==> config.mk <==
export PLATFORM = sky130hd
export DESIGN_NAME = ppc_relocation_patcher_top
export DESIGN_NICKNAME = d
export VERILOG_FILES = /design/src/rtl/core/ppcrp_pkg.sv /design/src/rtl/core/ppc_relocation_patcher_top.sv
export SDC_FILE = /design/constraint.sdc
export NUM_CORES = 1
export LEC_CHECK = 0
export BUFFER_PORTS_ARGS = -buffer_cell sky130_fd_sc_hd__buf_2
export CAP_MARGIN = 0
export CORE_MARGIN = 4
export CORE_UTILIZATION = 25
export CTS_CLUSTER_SIZE = 10
export DETAILED_ROUTE_END_ITERATION = 8
export PLACE_DENSITY = 0.42
export SYNTH_ARGS = -nofsm -noshare
export SYNTH_HDL_FRONTEND = slang
export SYNTH_SLANG_ARGS = --single-unit
==> constraint.sdc <==
create_clock -name clk -period 15.6 [get_ports clk]
set_input_delay 3.12 -clock clk [delete_from_list [all_inputs] [get_ports clk]]
set_output_delay 3.12 -clock clk [all_outputs]
set_load 0.02 [all_outputs]
==> src/rtl/core/ppcrp_pkg.sv <==
// Shared codes for the PowerPC relocation patcher: relocation types,
// status codes, write sizes and field widths. No dependencies.
`default_nettype none

package ppcrp_pkg;

    localparam int unsigned WORD_W   = 32;
    localparam int unsigned TYPE_W   = 3;
    localparam int unsigned STATUS_W = 3;
    localparam int unsigned SIZE_W   = 2;
    // displacement S + A - P is exact at this width
    localparam int unsigned DISP_W   = 34;

    typedef logic [TYPE_W-1:0]   reloc_type_t;
    typedef logic [STATUS_W-1:0] status_t;
    typedef logic [SIZE_W-1:0]   wsize_t;
    typedef logic [WORD_W-1:0]   word_t;

    localparam reloc_type_t R_ADDR32    = 3'd0;
    localparam reloc_type_t R_ADDR16_LO = 3'd1;
    localparam reloc_type_t R_ADDR16_HI = 3'd2;
    localparam reloc_type_t R_ADDR16_HA = 3'd3;
    localparam reloc_type_t R_REL24     = 3'd4;
    localparam reloc_type_t R_REL32     = 3'd5;

    localparam status_t ST_OK     = 3'd0;
    localparam status_t ST_BOUNDS = 3'd1;
    localparam status_t ST_ALIGN  = 3'd2;
    localparam status_t ST_RANGE  = 3'd3;
    localparam status_t ST_IFORM  = 3'd4;
    localparam status_t ST_TYPE   = 3'd5;

    localparam wsize_t WS_NONE = 2'd0;
    localparam wsize_t WS_HALF = 2'd1;
    localparam wsize_t WS_WORD = 2'd2;

    localparam logic [5:0]        IFORM_OPCODE = 6'd18;
    localparam logic [WORD_W-1:0] HA_ROUND     = 32'h0000_8000;
    localparam logic [WORD_W:0]   HALF_BYTES   = 33'd2;
    localparam logic [WORD_W:0]   WORD_BYTES   = 33'd4;

endpackage

`default_nettype wire

==> src/rtl/core/ppc_relocation_patcher_top.sv <==
// PowerPC relocation patcher top level: input register, relocation logic,
// result register. Depends on ppcrp_pkg.
`default_nettype none

// Usage:
//   Request channel: drive start high with the relocation fields (req_type,
//   site_offset, symbol_address, addend, site_address, host_word). A request
//   is taken at every rising edge where start is high and busy is low; busy
//   is always low, so one request per cycle is sustained.
//   Result channel: done is high for exactly one cycle with status,
//   patched_value and write_size. The receiver cannot stall; every result
//   must be captured in the cycle it is shown.
//   Path: a request that is taken is held in the input register, and its
//   result is held in the result register, from which it is shown.
//   Throughput: one relocation per cycle, set by the single compare/add
//   stage between the two registers.
//   Configuration: cfg_we/cfg_wdata write section_size; the user must write it only while idle (not enforced).
//   Reset: rst_n clears section_size to 0 and drops all pending requests;
//   no result is shown until new requests arrive.
//   Failing checks give patched_value 0 and write_size 0.
module ppc_relocation_patcher_top (
    input  wire logic                           clk,
    input  wire logic                           rst_n,
    input  wire logic                           cfg_we,
    input  wire logic [ppcrp_pkg::WORD_W-1:0]   cfg_wdata,
    input  wire logic                           start,
    output logic                                busy,
    input  wire logic [ppcrp_pkg::TYPE_W-1:0]   req_type,
    input  wire logic [ppcrp_pkg::WORD_W-1:0]   site_offset,
    input  wire logic [ppcrp_pkg::WORD_W-1:0]   symbol_address,
    input  wire logic signed [ppcrp_pkg::WORD_W-1:0] addend,
    input  wire logic [ppcrp_pkg::WORD_W-1:0]   site_address,
    input  wire logic [ppcrp_pkg::WORD_W-1:0]   host_word,
    output logic                                done,
    output logic [ppcrp_pkg::STATUS_W-1:0]      status,
    output logic [ppcrp_pkg::WORD_W-1:0]        patched_value,
    output logic [ppcrp_pkg::SIZE_W-1:0]        write_size
);

    localparam int unsigned W  = ppcrp_pkg::WORD_W;
    localparam int unsigned DW = ppcrp_pkg::DISP_W;

    logic [W-1:0] section_size_reg;

    logic                   in_valid_reg;
    ppcrp_pkg::reloc_type_t type_reg;
    logic [W-1:0]           offset_reg;
    logic [W-1:0]           sym_reg;
    logic [W-1:0]           addend_reg;
    logic [W-1:0]           site_reg;
    logic [W-1:0]           insn_reg;

    logic                   done_reg;
    ppcrp_pkg::status_t     status_reg;
    logic [W-1:0]           value_reg;
    ppcrp_pkg::wsize_t      size_reg;

    ppcrp_pkg::status_t     status_next;
    logic [W-1:0]           value_next;
    ppcrp_pkg::wsize_t      size_next;

    logic [W-1:0]  sum;
    logic [W-1:0]  sum_ha;
    logic [W:0]    half_end;
    logic [W:0]    word_end;
    logic          half_ok;
    logic          word_ok;
    logic [DW-1:0] disp;
    logic          rel24_in_range;
    logic          rel32_in_range;
    logic          accept;

    assign busy   = 1'b0;
    assign accept = start && !busy;

    always_ff @(posedge clk or negedge rst_n)
    begin
        if (!rst_n)
        begin
            section_size_reg <= '0;
        end
        else if (cfg_we)
        begin
            section_size_reg <= cfg_wdata;
        end
    end

    always_ff @(posedge clk or negedge rst_n)
    begin
        if (!rst_n)
        begin
            in_valid_reg <= 1'b0;
            done_reg     <= 1'b0;
        end
        else
        begin
            in_valid_reg <= accept;
            done_reg     <= in_valid_reg;
        end
    end

    always_ff @(posedge clk)
    begin
        if (accept)
        begin
            type_reg   <= req_type;
            offset_reg <= site_offset;
            sym_reg    <= symbol_address;
            addend_reg <= addend;
            site_reg   <= site_address;
            insn_reg   <= host_word;
        end
        if (in_valid_reg)
        begin
            status_reg <= status_next;
            value_reg  <= value_next;
            size_reg   <= size_next;
        end
    end

    always_comb
    begin
        sum    = sym_reg + addend_reg;
        sum_ha = sum + ppcrp_pkg::HA_ROUND;

        // bounds at 33 bits so the end of the site never wraps
        half_end = {1'b0, offset_reg} + ppcrp_pkg::HALF_BYTES;
        word_end = {1'b0, offset_reg} + ppcrp_pkg::WORD_BYTES;
        half_ok  = half_end <= {1'b0, section_size_reg};
        word_ok  = word_end <= {1'b0, section_size_reg};

        // exact S + A - P: zero-extend S and P, sign-extend A
        disp = {{(DW-W){1'b0}}, sym_reg}
             + {{(DW-W){addend_reg[W-1]}}, addend_reg}
             - {{(DW-W){1'b0}}, site_reg};

        // in range when all bits above the signed field match its sign bit
        rel24_in_range = (&disp[DW-1:25]) || !(|disp[DW-1:25]);
        rel32_in_range = (&disp[DW-1:W-1]) || !(|disp[DW-1:W-1]);

        status_next = ppcrp_pkg::ST_OK;
        value_next  = '0;
        size_next   = ppcrp_pkg::WS_NONE;

        unique case (type_reg)
            ppcrp_pkg::R_ADDR32:
            begin
                if (!word_ok)
                begin
                    status_next = ppcrp_pkg::ST_BOUNDS;
                end
                else
                begin
                    value_next = sum;
                    size_next  = ppcrp_pkg::WS_WORD;
                end
            end
            ppcrp_pkg::R_ADDR16_LO:
            begin
                if (!half_ok)
                begin
                    status_next = ppcrp_pkg::ST_BOUNDS;
                end
                else
                begin
                    value_next = {16'h0000, sum[15:0]};
                    size_next  = ppcrp_pkg::WS_HALF;
                end
            end
            ppcrp_pkg::R_ADDR16_HI:
            begin
                if (!half_ok)
                begin
                    status_next = ppcrp_pkg::ST_BOUNDS;
                end
                else
                begin
                    value_next = {16'h0000, sum[31:16]};
                    size_next  = ppcrp_pkg::WS_HALF;
                end
            end
            ppcrp_pkg::R_ADDR16_HA:
            begin
                if (!half_ok)
                begin
                    status_next = ppcrp_pkg::ST_BOUNDS;
                end
                else
                begin
                    value_next = {16'h0000, sum_ha[31:16]};
                    size_next  = ppcrp_pkg::WS_HALF;
                end
            end
            ppcrp_pkg::R_REL24:
            begin
                if (!word_ok)
                begin
                    status_next = ppcrp_pkg::ST_BOUNDS;
                end
                else if (disp[1:0] != 2'b00)
                begin
                    status_next = ppcrp_pkg::ST_ALIGN;
                end
                else if (!rel24_in_range)
                begin
                    status_next = ppcrp_pkg::ST_RANGE;
                end
                else if (insn_reg[31:26] != ppcrp_pkg::IFORM_OPCODE)
                begin
                    status_next = ppcrp_pkg::ST_IFORM;
                end
                else
                begin
                    // keep opcode and AA/LK, drop in the word displacement
                    value_next = {insn_reg[31:26], disp[25:2], insn_reg[1:0]};
                    size_next  = ppcrp_pkg::WS_WORD;
                end
            end
            ppcrp_pkg::R_REL32:
            begin
                if (!word_ok)
                begin
                    status_next = ppcrp_pkg::ST_BOUNDS;
                end
                else if (!rel32_in_range)
                begin
                    status_next = ppcrp_pkg::ST_RANGE;
                end
                else
                begin
                    value_next = disp[W-1:0];
                    size_next  = ppcrp_pkg::WS_WORD;
                end
            end
            default:
            begin
                status_next = ppcrp_pkg::ST_TYPE;
            end
        endcase
    end

    assign done          = done_reg;
    assign status        = status_reg;
    assign patched_value = value_reg;
    assign write_size    = size_reg;

endmodule

`default_nettype wire
# Word-level counts from Yosys, hierarchy flattened
# Cells that the tools add are included.
# totals
register_bits	234
inputBits	199
out_inout_bits	39
elab_cells	66
# op_classes
add_sub_neg	6
order_cmp	2
eq_ne	6
n_mux	29
n_reduce_logical	11
# op_table
cell	n
$mux W32	7
$pmux W32 S6	1
$le A33 B32 Y1	2
$mux W16	3
$add A33 B32 Y34	1
$sub A34 B32 Y34	1
$add A32 B2 Y33 const B	1
$add A32 B3 Y33 const B	1
$add A32 B16 Y32 const B	1
$add A32 B32 Y32	1
$mux W2	9
$mux W3	4
$pmux W3 S4	1
$reduce_and A9 Y1	1
$reduce_or A9 Y1	1
$pmux W2 S4	1
$eq A3 B2 Y1 const B	2
$eq A3 B3 Y1 const B	2
$ne A6 B5 Y1 const B	1
$reduce_or A3 Y1	2
$eq A3 B1 Y1 const B	1
$logic_not A3 Y1	1
$mux W1	3
$reduce_and A3 Y1	1
3 further kinds	5

# Logic depth before layout (Yosys ltp)
# Gate-level depths: netlist of run 1.
# logic_depth
ltp_word	9
ltp_mapped	22
ltp_nobuf	19

# Worst setup path after synthesis of run 1
# OpenSTA, ideal clock, no wires.
# synth_path
path_kind	register to register
startpoint	register offset_reg[3]
endpoint	register value_reg[10], in the netlist patched_value[10] (data pin)
setup_time_ps	165
arrival_time_ps	4806
path_slack_ps	10628
path_stages_with_launch	22
path_buffers	3
synth_period_minus_slack_ps	4972
path_cell_list	edfxtp_1 ha_1 and3_1 clkbuf_1 and2_1 and3_1 nand4_1 or2_2 nor4_1 xor2_1 ha_1 nand3_1 nor4_1 nand2_1 nor4b_1 o21ai_1 or4_1 clkbuf_1 o21ai_1 clkbuf_1 nand3_1 o221ai_1
# synth_between
elab_chain_cells	4
elab_cells_between_ends	11
classes_between	add/sub (2); order compare (2); mux (7)
# synth_lines
item	line	rtl
start: declaration	ppc_relocation_patcher_top.sv:47	logic [W-1:0] offset_reg;
start signal: assignment	ppc_relocation_patcher_top.sv:107	offset_reg <= site_offset;
$add A32 B3 Y33 or $add A32 B2 Y33 (tied branches)	ppc_relocation_patcher_top.sv:128, ppc_relocation_patcher_top.sv:127	
$le A33 B32 Y1 (on tied branches)	ppc_relocation_patcher_top.sv:130, ppc_relocation_patcher_top.sv:129	
$mux W32, or another cell as far along	ppc_relocation_patcher_top.sv:221	if (!word_ok)
$pmux W32 S6 *	ppc_relocation_patcher_top.sv:145	unique case (type_reg)
via value_next[10]	ppc_relocation_patcher_top.sv:59	logic [W-1:0] value_next;
end signal: assignment	ppc_relocation_patcher_top.sv:116	value_reg <= value_next;
end: declaration	ppc_relocation_patcher_top.sv:55	logic [W-1:0] value_reg;
# Mark *: on every way through the listed nets, which the timed path passes. The rest lies on a longest branch.
# A chain may end at the register's enable or synchronous reset.

# Worst setup path after layout of run 1
# Same ends and word-level chain as after synthesis.

==> results.txt, run 1 <==
- Slew at the pin closest to its max-slew limit: 950 ps
- CP endpoint kind: flip-flop
- Worst rel slew slack: between 30% and 40%
- Global routing used 14.2% of the available tracks across all layers.
- I/O pin cnt: 238
- In this run the vertical extent of the chip is approximately 250 um.
- The flow ran to the end, and the final reports show no timing, DRC or antenna violations.
* Post-Place Setup Slack: around 9400 ps
* Number of vias per cell: 4.69
* Share of layout cells above drive strength 1: 16.1%
- In the synthesized netlist the async set-or-reset flop fraction comes to 16.2%.
- The total count of hold-check failures in the final report was 0.
- For this design, the sink count on the clock tree is 210.
- H-tree levels: 1
- Cell at the root of the clock tree: clkbuf_16
- Layout-stage area growth over the synthesis result: 18.7%
* Remaining antenna violation count after routing: 0
- The final layout contains 2056 nets.
- The detailed router placed 11600 vias in this run.
- Leaving out fill and tap cells, the most frequent cell in the layout is buf_2.
- Maximum fanout along the worst path: 14
- In this run the core area contains 88 standard-cell rows.
- Number of iterations in the first detailed-routing pass: 7
- TritonCTS built the clock tree.
- After floorplanning, the core was sized to cover 57900 sq um.
* FMAX: 162 MHz
- Summing every instance area after synthesis gives 14700 sq um.
- Leakage: around 7.4 nW
- Clock skew on the completed layout was measured at ~11 ps.
* Overall Power: ~2 mW
* Number of buffers inserted by port buffering: 212
* Post-detailed-routing wire length: around 46 mm
* Vias in the first global route: approximately 12000
* Clock Latency Late Sink: ~560 ps
- RSZ-0062 raised after global routing: false
- Synth Register Bits: 210
- Clock tree synthesis inserted a total of 28 buffers.
- Number of standard cells after synthesis: 1490
* Clock period minus worst slack: 6180 ps
- Among all flip-flop cells after synthesis, the most frequent one is edfxtp_1.
- At the end of the flow the core is filled with cells to between 30% and 40%.
- Wire length of the first global-routing pass: 69.6 mm
- The number of antenna violations at the first check in global routing is 2.
- Setup violations remaining at the end of the flow were counted as 0.
- EDFF count, synth: 176
- Max-cap violations in this run came to 0.
* Share of the clock period used by the worst path: a little under 40%
- The average instance in the mapped netlist occupies 9.84 sq um.
- At the end of routability-driven placement, the weighted congestion stood at 0.864.
* Area of the die: 62600 sq um
- Kind of start point of the critical path: flip-flop
* Hold buffer count at CTS: 0
- Resized cells post-CTS: 0
- The internal portion of the total power is 1.31 mW.
- Sum of negative setup slack: 0 ps
- Die boundary width: 250 um
- Switching power of the nets: about 750 uW
* Sequential group share of total power: 34.4%
* DR DRC count: 0
- Final-layout fill cell count: between 6000 and 7000
* Maximum number of pins on one net before global-route repair: 81
* Fin Hold WS: 570 ps
- HPWL reported at the end of detailed placement: 37.2 mm
- Area taken by flip-flops and latches: 6140 sq um
- By startpoint and endpoint, the worst setup path is classified as reg2reg.
- Once the clock tree was built, the setup fixing pass inserted 0 buffers.
- Number of different library cells in the post-synthesis netlist: 70
* Number of design-rule violations left by the first detailed-router iteration: between 600 and 700
* Sw frac: a little over a third
- Per report_power, the combinational group accounts for between 30% and 40% of the total.
- Clock edge transition at the registers on the reported setup and hold paths: about 60 ps
- Total area of multi-input combinational cells: 7660 sq um
- Mean routed wirelength per cell: 18.6 um
- Clock network fraction of total power: ~30%
- Required time worst endpoint: 15870 ps
* Maximum number of buffers from clock root to sink: 3
- After layout, the worst setup slack is 9420 ps.
* Critical path data arrival time: 6450 ps
* Remaining Overflow, GRT: 0
- The initial utilization of the core area, before any placement, comes to 25.3%.
- The worst-case IR drop observed on VDD is 0.0668 mV.
- The Yosys step of the flow raised 0 warnings.
* Slew Limit Fails: 0
* Commonest cells after routing, fill and taps aside: 211 x buf_2, 179 x inv_1, 176 x edfxtp_1
- Sequential cells were found to cover 41.9% of the synthesized design area.
* Worst min-delay path class: reg2reg
- Pwr per Cell Area: roughly 120 nW/um^2
* Synthesized net count: 1853
[power by group through the flow]
stage	Sequential, mW	Clock, mW	Combinational, mW
after global routing	0.714	0.662	0.817
after CTS	0.710	0.641	0.740
final	0.708	0.615	0.733
after floorplan	0.714	0	0.496
after global placement	0.720	0	0.731
after detailed placement	0.720	0	0.734
[final timing paths]
check	startpoint	endpoint	slack, ps	cells past startpoint
worst max register to register	offset_reg[3]$_DFFE_PP_	patched_value[10]$_DFFE_PP_	9420	18
worst min-delay path	section_size_reg[21]$_DFFE_PN0P_	section_size_reg[21]$_DFFE_PN0P_	570	2
worst max-delay path	offset_reg[3]$_DFFE_PP_	patched_value[10]$_DFFE_PP_	9420	18
min in group asynchronous	rst_n	section_size_reg[10]$_DFFE_PN0P_	2670	1
worst min register to register	section_size_reg[21]$_DFFE_PN0P_	section_size_reg[21]$_DFFE_PN0P_	570	2
max in group asynchronous	rst_n	in_valid_reg$_DFF_PN0_	12310	1
[routing by layer]
metal	global-route usage, %	routed length (um)	vias up
met5	0	0	-
met4	3.42	1170	0
met3	1.98	1860	51
met2	24.9	22500	255
met1	18.6	20600	5578
li1	-	-	5739
[cell usage after synthesis (8+ instances only)]
| library cell | n | area share (%) |
|---|---|---|
| inv_1 | 179 | 4.6 |
| edfxtp_1 | 176 | 36 |
| nand2_1 | 150 | 3.8 |
| ha_1 | 131 | 11 |
| a21oi_1 | 101 | 3.4 |
| xnor2_1 | 83 | 5.0 |
| o21ai_0 | 77 | 2.6 |
| nor2_1 | 73 | 1.9 |
| nand3_1 | 60 | 2.0 |
| nand4_1 | 45 | 1.9 |
| xor2_1 | 44 | 2.6 |
| clkbuf_1 | 35 | 0.90 |
| a21o_1 | 34 | 1.7 |
| dfrtp_1 | 34 | 5.8 |
| fa_1 | 33 | 4.5 |
| nor3_1 | 27 | 0.92 |
| and3_1 | 14 | 0.60 |
| a211oi_1 | 12 | 0.61 |
| o211ai_1 | 12 | 0.61 |
| o221ai_1 | 9 | 0.54 |
| o22ai_1 | 9 | 0.38 |
| or3_1 | 9 | 0.38 |
| o21a_1 | 8 | 0.41 |
| o21ai_1 | 8 | 0.27 |
[cells by family after synthesis]
kind of cell    after synthesis  synth area share (%)
flops                       210                  41.9
buf+inv                     223                  5.91
simple gates                424                  13.9
other cells                   1                0.0256
xor+xnor                    127                  7.59
fa+ha+maj                   164                  15.7
compound gates              339                  14.9
mux                           2                 0.145
[per-stage QoR]
step	instances	area [sq um]
2_1_floorplan	1490	14700
5_1_grt	2476	17400
6_report	2477	17400
4_1_cts	2476	17400
3_3_place_gp	2428	16500
3_5_place_dp	2428	16500
[cell type report]
| class | instances | area share, % |
|---|---|---|
| Clock inverter | 8 | 0.410 |
| Antenna cell | 1 | 0.0144 |
| Clock buffer | 40 | 4.59 |
| Multi-Input combinational cell | 1057 | 44.0 |
| Timing Repair Buffer | 217 | 6.35 |
| Inverter | 179 | 3.86 |
| Tap cell | 765 | 5.50 |
| Sequential cell | 210 | 35.3 |
[worst max-delay path, stage by stage, from the launching register on]
cell and delay (ps):
edfxtp_1 450, ha_1 250, and3_1 310, and2_1 280
and3_1 280, nand4_1 160, or2_2 380, nor4_1 460
xor2_1 140, ha_1 320, nand3_1 150, nor4_1 550
a211oi_1 150, o21ai_1 460, nor2_1 170, and4_1 330
a21oi_2 500, buf_4 350, o221ai_1 160
(Power assumes the default switching activity.)
==> inputs of run 2 (changes only) <==
- clock period: 15.6 -> 5.9 ns (I/O delays scaled with it)
==> results.txt, run 2 (synthesis results as in run 1) <==
* Worst rel slew slack: 38.4% (+1.8 points)
- CP endpoint kind: flip-flop
* Resized cells post-CTS: 0 (unchanged)
- The routed wire length per instance was 18.6 um (-0.32%).
* Number of vias per cell: 4.73 (+0.77%)
- Endpoints failing hold: 0 (unchanged)
- The final net count was 2063 (+0.34%).
- The total power came to 5.49 mW (+170%).
- The post-CTS clock slew at the launch and capture registers of the worst setup and hold paths was 60 ps (about the same).
- Vertical extent of the die: 250 um (unchanged)
- The initial cell density of the core came to 25.3% (unchanged).
* # diodes: 0 (-1)
- The worst register-to-register path begins at offset_reg[3]$_DFFE_PP_.
* Cell at the root of the clock tree: clkbuf_16
- The number of buffers added by the clock tree synthesis step came to 28 (unchanged).
- The number of DRC markers in iteration 0 is 735 (+10%).
- The number of I/O port buffers came to 212 (unchanged).
- The final sum of negative setup slack came to 0 ps (unchanged).
- The quantity of hold-fixing buffers added after cts is 0 (unchanged).
- The minimum clock period came to 5310 ps (-872 ps).
- Startpoint of the most critical setup path: offset_reg[3]$_DFFE_PP_
- Gr usage total: 14.2% (about the same)
- The flow ran to the end, and the final reports show no timing, DRC or antenna violations.
* Antenna violations before repair: 1 (-1)
- The largest net degree at the start of global routing is 77 (-4.9%).
- Max Cap Viol: 0 (unchanged)
* Post-detailed-routing wire length: 46.0 mm (-0.16%)
- The remaining global-route overflow is 0 (unchanged).
- Worst clock skew: 20.8 ps (+9.37 ps)
- The static leakage power came to 7.49 nW (+0.65%).
- The largest fanout of any net on the critical path came to 24 (+10).
- The via count was 11700 (+0.93%).
- The maximum clock rate was 188 MHz (+16%).
- Critical path class: reg2reg
* Kind of start point of the critical path: flip-flop
- The number of buffers inserted to repair setup after CTS came to 0 (unchanged).
- Leaving out fill and tap cells, the most frequent cell in the layout is buf_2.
- Share of layout cells above drive strength 1: 16.6% (+0.54 points)
- The deepest clock path buffer count came to 3 (unchanged).
- The ratio of final minimum period to clock period came to 89.9% (+50 points).
- The slew at the pin closest to its max-slew limit was 924 ps (-26.7 ps).
* H-tree levels: 1 (unchanged)
- Required time worst endpoint: 6280 ps (-9590 ps)
- The ratio of total power to cell area came to 314 nW/um^2 (+170%).
* Commonest cells after routing, fill and taps aside: 211 x buf_2, 179 x inv_1, 176 x edfxtp_1
- Layout-stage area growth over the synthesis result: 19.3%
- Critical path data arrival time: 5680 ps (-770 ps)
* I/O pin cnt: 238 (unchanged)
- Area of the die: 62600 sq um (unchanged)
- Source of the worst hold timing path: section_size_reg[0]$_DFFE_PN0P_
- Wire length of the first global-routing pass: 70.0 mm (+0.56%)
- Vias in the first global route: 11900 (+0.18%)
- The count of nets left with antenna violations after detail routing was 0 (unchanged).
- The row count came to 88 (unchanged).
- Clock Latency Late Sink: 570 ps (about the same)
* Number of iterations in the first detailed-routing pass: 7 (unchanged)
* Worst vdd rail ir drop: 0.197 mV (+200%)
- Gpl congestion: 0.850 (-1.6%)
- Worst min-delay path class: reg2reg
- Total setup violations reported at the end of the flow: 0 (unchanged)
- CTS tree: done
- The final HPWL from detailed placement was 37.4 mm (+0.49%).
- The max-slew violation total from the final report came to 0 (unchanged).
- The horizontal die dimension is 250 um (unchanged).
- RSZ-0062 raised after global routing: false
- The total DRC errors in the routed layout came to 0 (unchanged).
- Area of the core: 57900 sq um (unchanged)
* Sinks on the clock net: 210 (unchanged)
==> run 2: cell count changes in the layout (fill, tap and decap cells not counted), moves of 2 or more <==
| cell | delta |
|---|---|
| clkbuf_1 | -2 |
| buf_4 | +7 |
| nor4_1 | -2 |
| nor4_2 | +2 |
==> run 2: path summary, 6_finish.rpt <==
check	to	depth (start not counted)	slack, ps
setup / recovery	patched_value[8]$_DFFE_PP_	20	590
hold / removal	section_size_reg[0]$_DFFE_PN0P_	1	530
setup reg to reg	patched_value[8]$_DFFE_PP_	20	590
hold reg to reg	section_size_reg[0]$_DFFE_PN0P_	1	530
max in group asynchronous	in_valid_reg$_DFF_PN0_	1	4550
min in group asynchronous	section_size_reg[12]$_DFFE_PN0P_	1	730
==> run 2: per-stage QoR <==
stage                     instances  cell area (sq um)  setup slack, ps  hold WS [ps]  util [%]
final                          2481              17500              594           528      30.2
after global routing           2481              17500             62.3           556      30.2
after CTS                      2481              17500              371           530      30.2
after detailed placement       2435              16600              388           509      28.6
after global placement         2435              16600              489           501      28.6
after floorplan                1490              14700              928           487         -
==> run 2: per-layer routing <==
metal | GRT usage [%] | up-vias | part of all wire, %
met1 | 18.6 | 5660 | 44
met2 | 24.7 | 265 | 49
met3 | 2.45 | 50 | 5.4
met4 | 3.22 | 2 | 2.2
li1 | - | 5754 | -
met5 | 0 | - | 0.028
==> run 2: final cells by class <==
cell class,count,area [sq um]
clock buffers,39,816
clock inverters,7,72.6
fillers,6171,40400
inverters,179,672
multi-input cells,1057,7670
flip-flops and latches,210,6140
well taps,765,957
repair buffers,224,1160
==> run 2: worst max-delay path, stage by stage, from the launching register on <==
cell and delay, ps:
edfxtp_1 440, ha_1 240, and3_1 330, and2_1 260
and3_1 270, nand4_1 160, or2_2 370, nor4_2 340
xor2_1 120, ha_1 310, nand3_1 120, nor4_2 400
nand2_1 90, nor4b_1 250, o21ai_1 130, buf_4 170
nor2_1 200, and4_1 400, a21oi_2 50, buf_4 240
o221ai_1 220
==> run 2: power by group <==
group | total (mW) | internal, mW | switching (mW)
combinational | 1.98 | 0.728 | 1.25
sequential | 1.87 | 1.77 | 0.103
clock | 1.64 | 0.997 | 0.645
==> inputs of run 3 (changes only) <==
- ABC_AREA: not set -> 1
- PLACE_DENSITY: 0.42 -> 0.41
==> results.txt, run 3 <==
- The flow ran to the end, and the final reports show no timing, DRC or antenna violations.
- Total setup violations reported at the end of the flow: 0 (unchanged)
- Wire length of the first global-routing pass: 83.7 mm (+20%)
- The switching component of the power was 2.26 mW (+13%).
- Sinks on the clock net: 210 (unchanged)
* Vertical extent of the die: 264 um (+5.7%)
* Worst clock skew: 15.5 ps (-5.35 ps)
- Endpoints failing hold: 0 (unchanged)
* Top cell type by total area after synthesis: edfxtp_1
- Sum of negative setup slack: 0 ps (unchanged)
- Number of iterations in the first detailed-routing pass: 6 (-1)
- The final net count was 2740 (+33%).
- Resized cells post-CTS: 0 (unchanged)
- Maximum number of pins on one net before global-route repair: 87 (+13%)
- The deepest clock path buffer count is 3 (unchanged).
- The required time of the worst setup path is 6350 ps (+70 ps).
- Worst min-delay path class: reg2reg
- The number of nets produced by synthesis came to 2512 (+36%).
- Sequential area share after synthesis: 37.3% (-4.5 points)
- Post-CTS Setup Inserts: 0 (unchanged)
- The total number of H-tree levels came to 1 (unchanged).
- Total area of multi-input combinational cells: 8570 sq um (+12%)
* Sink of the worst hold path: section_size_reg[0]$_DFFE_PN0P_
- Total clock buffers created by CTS: 30 (+7.1%)
* Area of the core: 64800 sq um (+12%)
- Clock period minus worst slack: 4880 ps (-424 ps)
* Critical path class: reg2reg
- The total DRC errors in the routed layout was 0 (unchanged).
- The share of Yosys cell area claimed by the top area cell type came to 32.2% (-3.9 points).
- The via count of the first global-routing pass is 14500 (+22%).
- TritonCTS built the clock tree.
- Internal reg-to-reg setup slack: 1020 ps (+420 ps)
- The post-CTS clock slew at the launch and capture registers of the worst setup and hold paths was 60 ps (about the same).
- The final instance area is 19500 sq um (+12%).
- The flip-flop and latch count after synthesis was 210 (unchanged).
- In this run the critical register-to-register path is launched from offset_reg[4]$_DFFE_PP_.
- Post-detailed-routing wire length: 55.7 mm (+21%)
- In this run the most critical hold path is launched from section_size_reg[0]$_DFFE_PN0P_.
* Number of standard cells after synthesis: 2149 (+44%)
* # diodes: 0 (unchanged)
* CP endpoint kind: flip-flop
* Pwr per Cell Area: 303 nW/um^2 (-3.5%)
* Sw frac: 38.1% (+1.8 points)
* FMAX: 205 MHz (+8.7%)
- Row Count: 93 (+5.7%)
- Leakage: 9.79 nW (+31%)
* Depth of the worst register-to-register path: 17 (-15%)
- Share of the clock period used by the worst path: 82.7% (-7.2 points)
- Starting utilization of the core area: 25.4% (+0.038 points)
- The quantity of hold-fixing buffers added after cts is 0 (unchanged).
- Maximum fanout along the worst path: 15 (-38%)
- Ranked by total cell area, the synthesized netlist is headed by edfxtp_1 32%, nand2_1 15%, ha_1 10%, inv_1 9.9%, dfrtp_1 5.2%.
- Gr usage total: 15.4% (+1.2 points)
* Mean routed wirelength per cell: 17.1 um (-7.8%)
- The number of distinct library cells after synthesis is 48 (-31%).
* Share of layout cells above drive strength 1: 13.1% (-3.6 points)
* I/O pin cnt: 238 (unchanged)
* Placed cell areas: 18500 sq um (+12%)
- The endpoint arrival time on the critical path is 5330 ps (-350 ps).
- Leading cell type in the layout, fill and taps excluded: nand2_1
- The final HPWL from detailed placement came to 47.3 mm (+26%).
* Netlist area before placement: 16400 sq um (+12%)
- Clock network fraction of total power: 31.9% (+2.0 points)
- Remaining antenna violation count after routing: 0 (unchanged)
- Sequential group share of total power: 31.4% (-2.7 points)
- The most used flip-flop cell after synthesis is edfxtp_1.
- Max Cap Viol: 0 (unchanged)
- The via count was 14200 (+21%).
* Async set or reset register ratio after synthesis: 16.2% (unchanged)
- nand2_1 is the most common cell in the netlist.
* Number of design-rule violations left by the first detailed-router iteration: 815 (+11%)
- Slew Limit Fails: 0 (unchanged)
- The slew at the pin closest to its max-slew limit was 1060 ps (+134 ps).
- Gpl congestion: 0.892 (+4.9%)
- Worst rel slew slack: 29.5% (-9.0 points)
* Area taken by flip-flops and latches: 6140 sq um (unchanged)
- Cell at the root of the clock tree: clkbuf_16
* Number of vias per cell: 4.37 (-7.7%)
* Design internal power: 3.66 mW (+4.8%)
- In the synthesized netlist, the cells that appear most often are 646 x nand2_1, 435 x inv_1, 176 x edfxtp_1.
- Average instance area after synthesis: 7.65 sq um (-22%)
* Antenna violations before repair: 4 (+3)
- The utilization after layout was 30.1% (-0.055 points).
* Layout-stage area growth over the synthesis result: 18.9%
* Worst vdd rail ir drop: 0.283 mV (+43%)
- Area of the die: 69900 sq um (+12%)
- RR Endpoint: patched_value[4]$_DFFE_PP_
* Number of warnings issued by yosys: 0 (unchanged)
- Final-layout fill cell count: 7031 (+14%)
* Clock Latency Late Sink: 590 ps (+20 ps)
* Hold depth: 1 (unchanged)
* RSZ-0062 raised after global routing: false
* Die boundary width: 264 um (+5.7%)
- Kind of start point of the critical path: flip-flop
- Number of buffers inserted by port buffering: 212 (unchanged)
- Commonest cells after routing, fill and taps aside: 646 x nand2_1, 435 x inv_1, 211 x buf_2
- The combinational share of power was 36.7% (+0.7 points).
- The remaining global-route overflow came to 0 (unchanged).
- The worst hold margin came to 534 ps (+5.34 ps).
* EDFF count, synth: 176 (unchanged)
run 3: changes by cell type after synthesis, moves of 33 or more:
cell     change
inv_1      +256
nand2_1    +496
a21o_1      -33
xor2_1      +33
nor2_1      +82
xnor2_1     -68
nand3_1     +54
run 3: per-stage QoR:
step / std cells / worst slack [ps] / power (mW)
final: 3252 / 1020 / 5.91
after global routing: 3252 / 614 / 6.34
after CTS: 3252 / 978 / 6.01
after detailed placement: 3200 / 1010 / 4.07
after global placement: 3200 / 1020 / 4.07
after floorplan: 2149 / 2350 / 3.30
run 3: logic make-up (layout without fill, tap and decap cells):
logic type | count (synthesis) | in the layout | synth area share, %
buffers and inverters | 453 | 701 | 10.5
adders and majority gates | 164 | 164 | 14.0
and+or+nand+nor | 1054 | 1054 | 27.4
other | 1 | 1 | 0.0228
muxes | 1 | 1 | 0.0685
AOI/OAI and AO/OA | 173 | 173 | 5.66
DFF | 210 | 210 | 37.3
xor gates and xnor gates | 93 | 93 | 5.00
run 3: cell type report:
cell class / count / area share [%]
inverters: 436 / 8.38
flip-flops and latches: 210 / 31.4
multi-input cells: 1486 / 43.9
clock inverters: 14 / 1.24
clock buffers: 38 / 4.05
well taps: 855 / 5.48
repair buffers: 213 / 5.57
run 3: worst max-delay path by stage:
stage | from | to | slack (ps) | cells past startpoint
after floorplan | offset_reg[3]$_DFFE_PP_ | patched_value[3]$_DFFE_PP_ | 2350 | 25
after global placement | offset_reg[4]$_DFFE_PP_ | patched_value[4]$_DFFE_PP_ | 1020 | 17
after detailed placement | offset_reg[1]$_DFFE_PP_ | patched_value[4]$_DFFE_PP_ | 1010 | 21
after CTS | offset_reg[1]$_DFFE_PP_ | patched_value[4]$_DFFE_PP_ | 980 | 21
after global routing | offset_reg[1]$_DFFE_PP_ | patched_value[4]$_DFFE_PP_ | 610 | 21
final | offset_reg[4]$_DFFE_PP_ | patched_value[4]$_DFFE_PP_ | 1020 | 17
run 3: power by group through the flow:
stage | registers (mW) | clock network, mW | logic (mW)
6_report | 1.85 | 1.89 | 2.17
3_3_place_gp | 1.89 | 0 | 2.18
4_1_cts | 1.86 | 1.96 | 2.20
2_1_floorplan | 1.88 | 0 | 1.42
5_1_grt | 1.87 | 2.02 | 2.46
3_5_place_dp | 1.89 | 0 | 2.19
run 3: critical path, stage by stage, from the launching register on:
cell and delay (ps):
edfxtp_1 440, nand2_1 80, nor2_1 170, nand3_1 230
nor4_1 840, nand2_1 240, nor2_1 180, xor2_1 100
ha_1 300, nand4_1 150, nor4_1 320, nand4_1 300
nand2_2 350, nand2_2 300, nand2_2 370, inv_2 60
or2_0 220, nand3_1 80
run 3: metal layers:
| metal | GRT usage, % | vias up | routed length [um] |
|---|---|---|---|
| met2 | 27.5 | 298 | 27300 |
| met3 | 2.12 | 67 | 2290 |
| met1 | 19.6 | 6570 | 24500 |
| met4 | 4.01 | 0 | 1610 |
| met5 | 0 | - | 0 |
| li1 | - | 7261 | - |
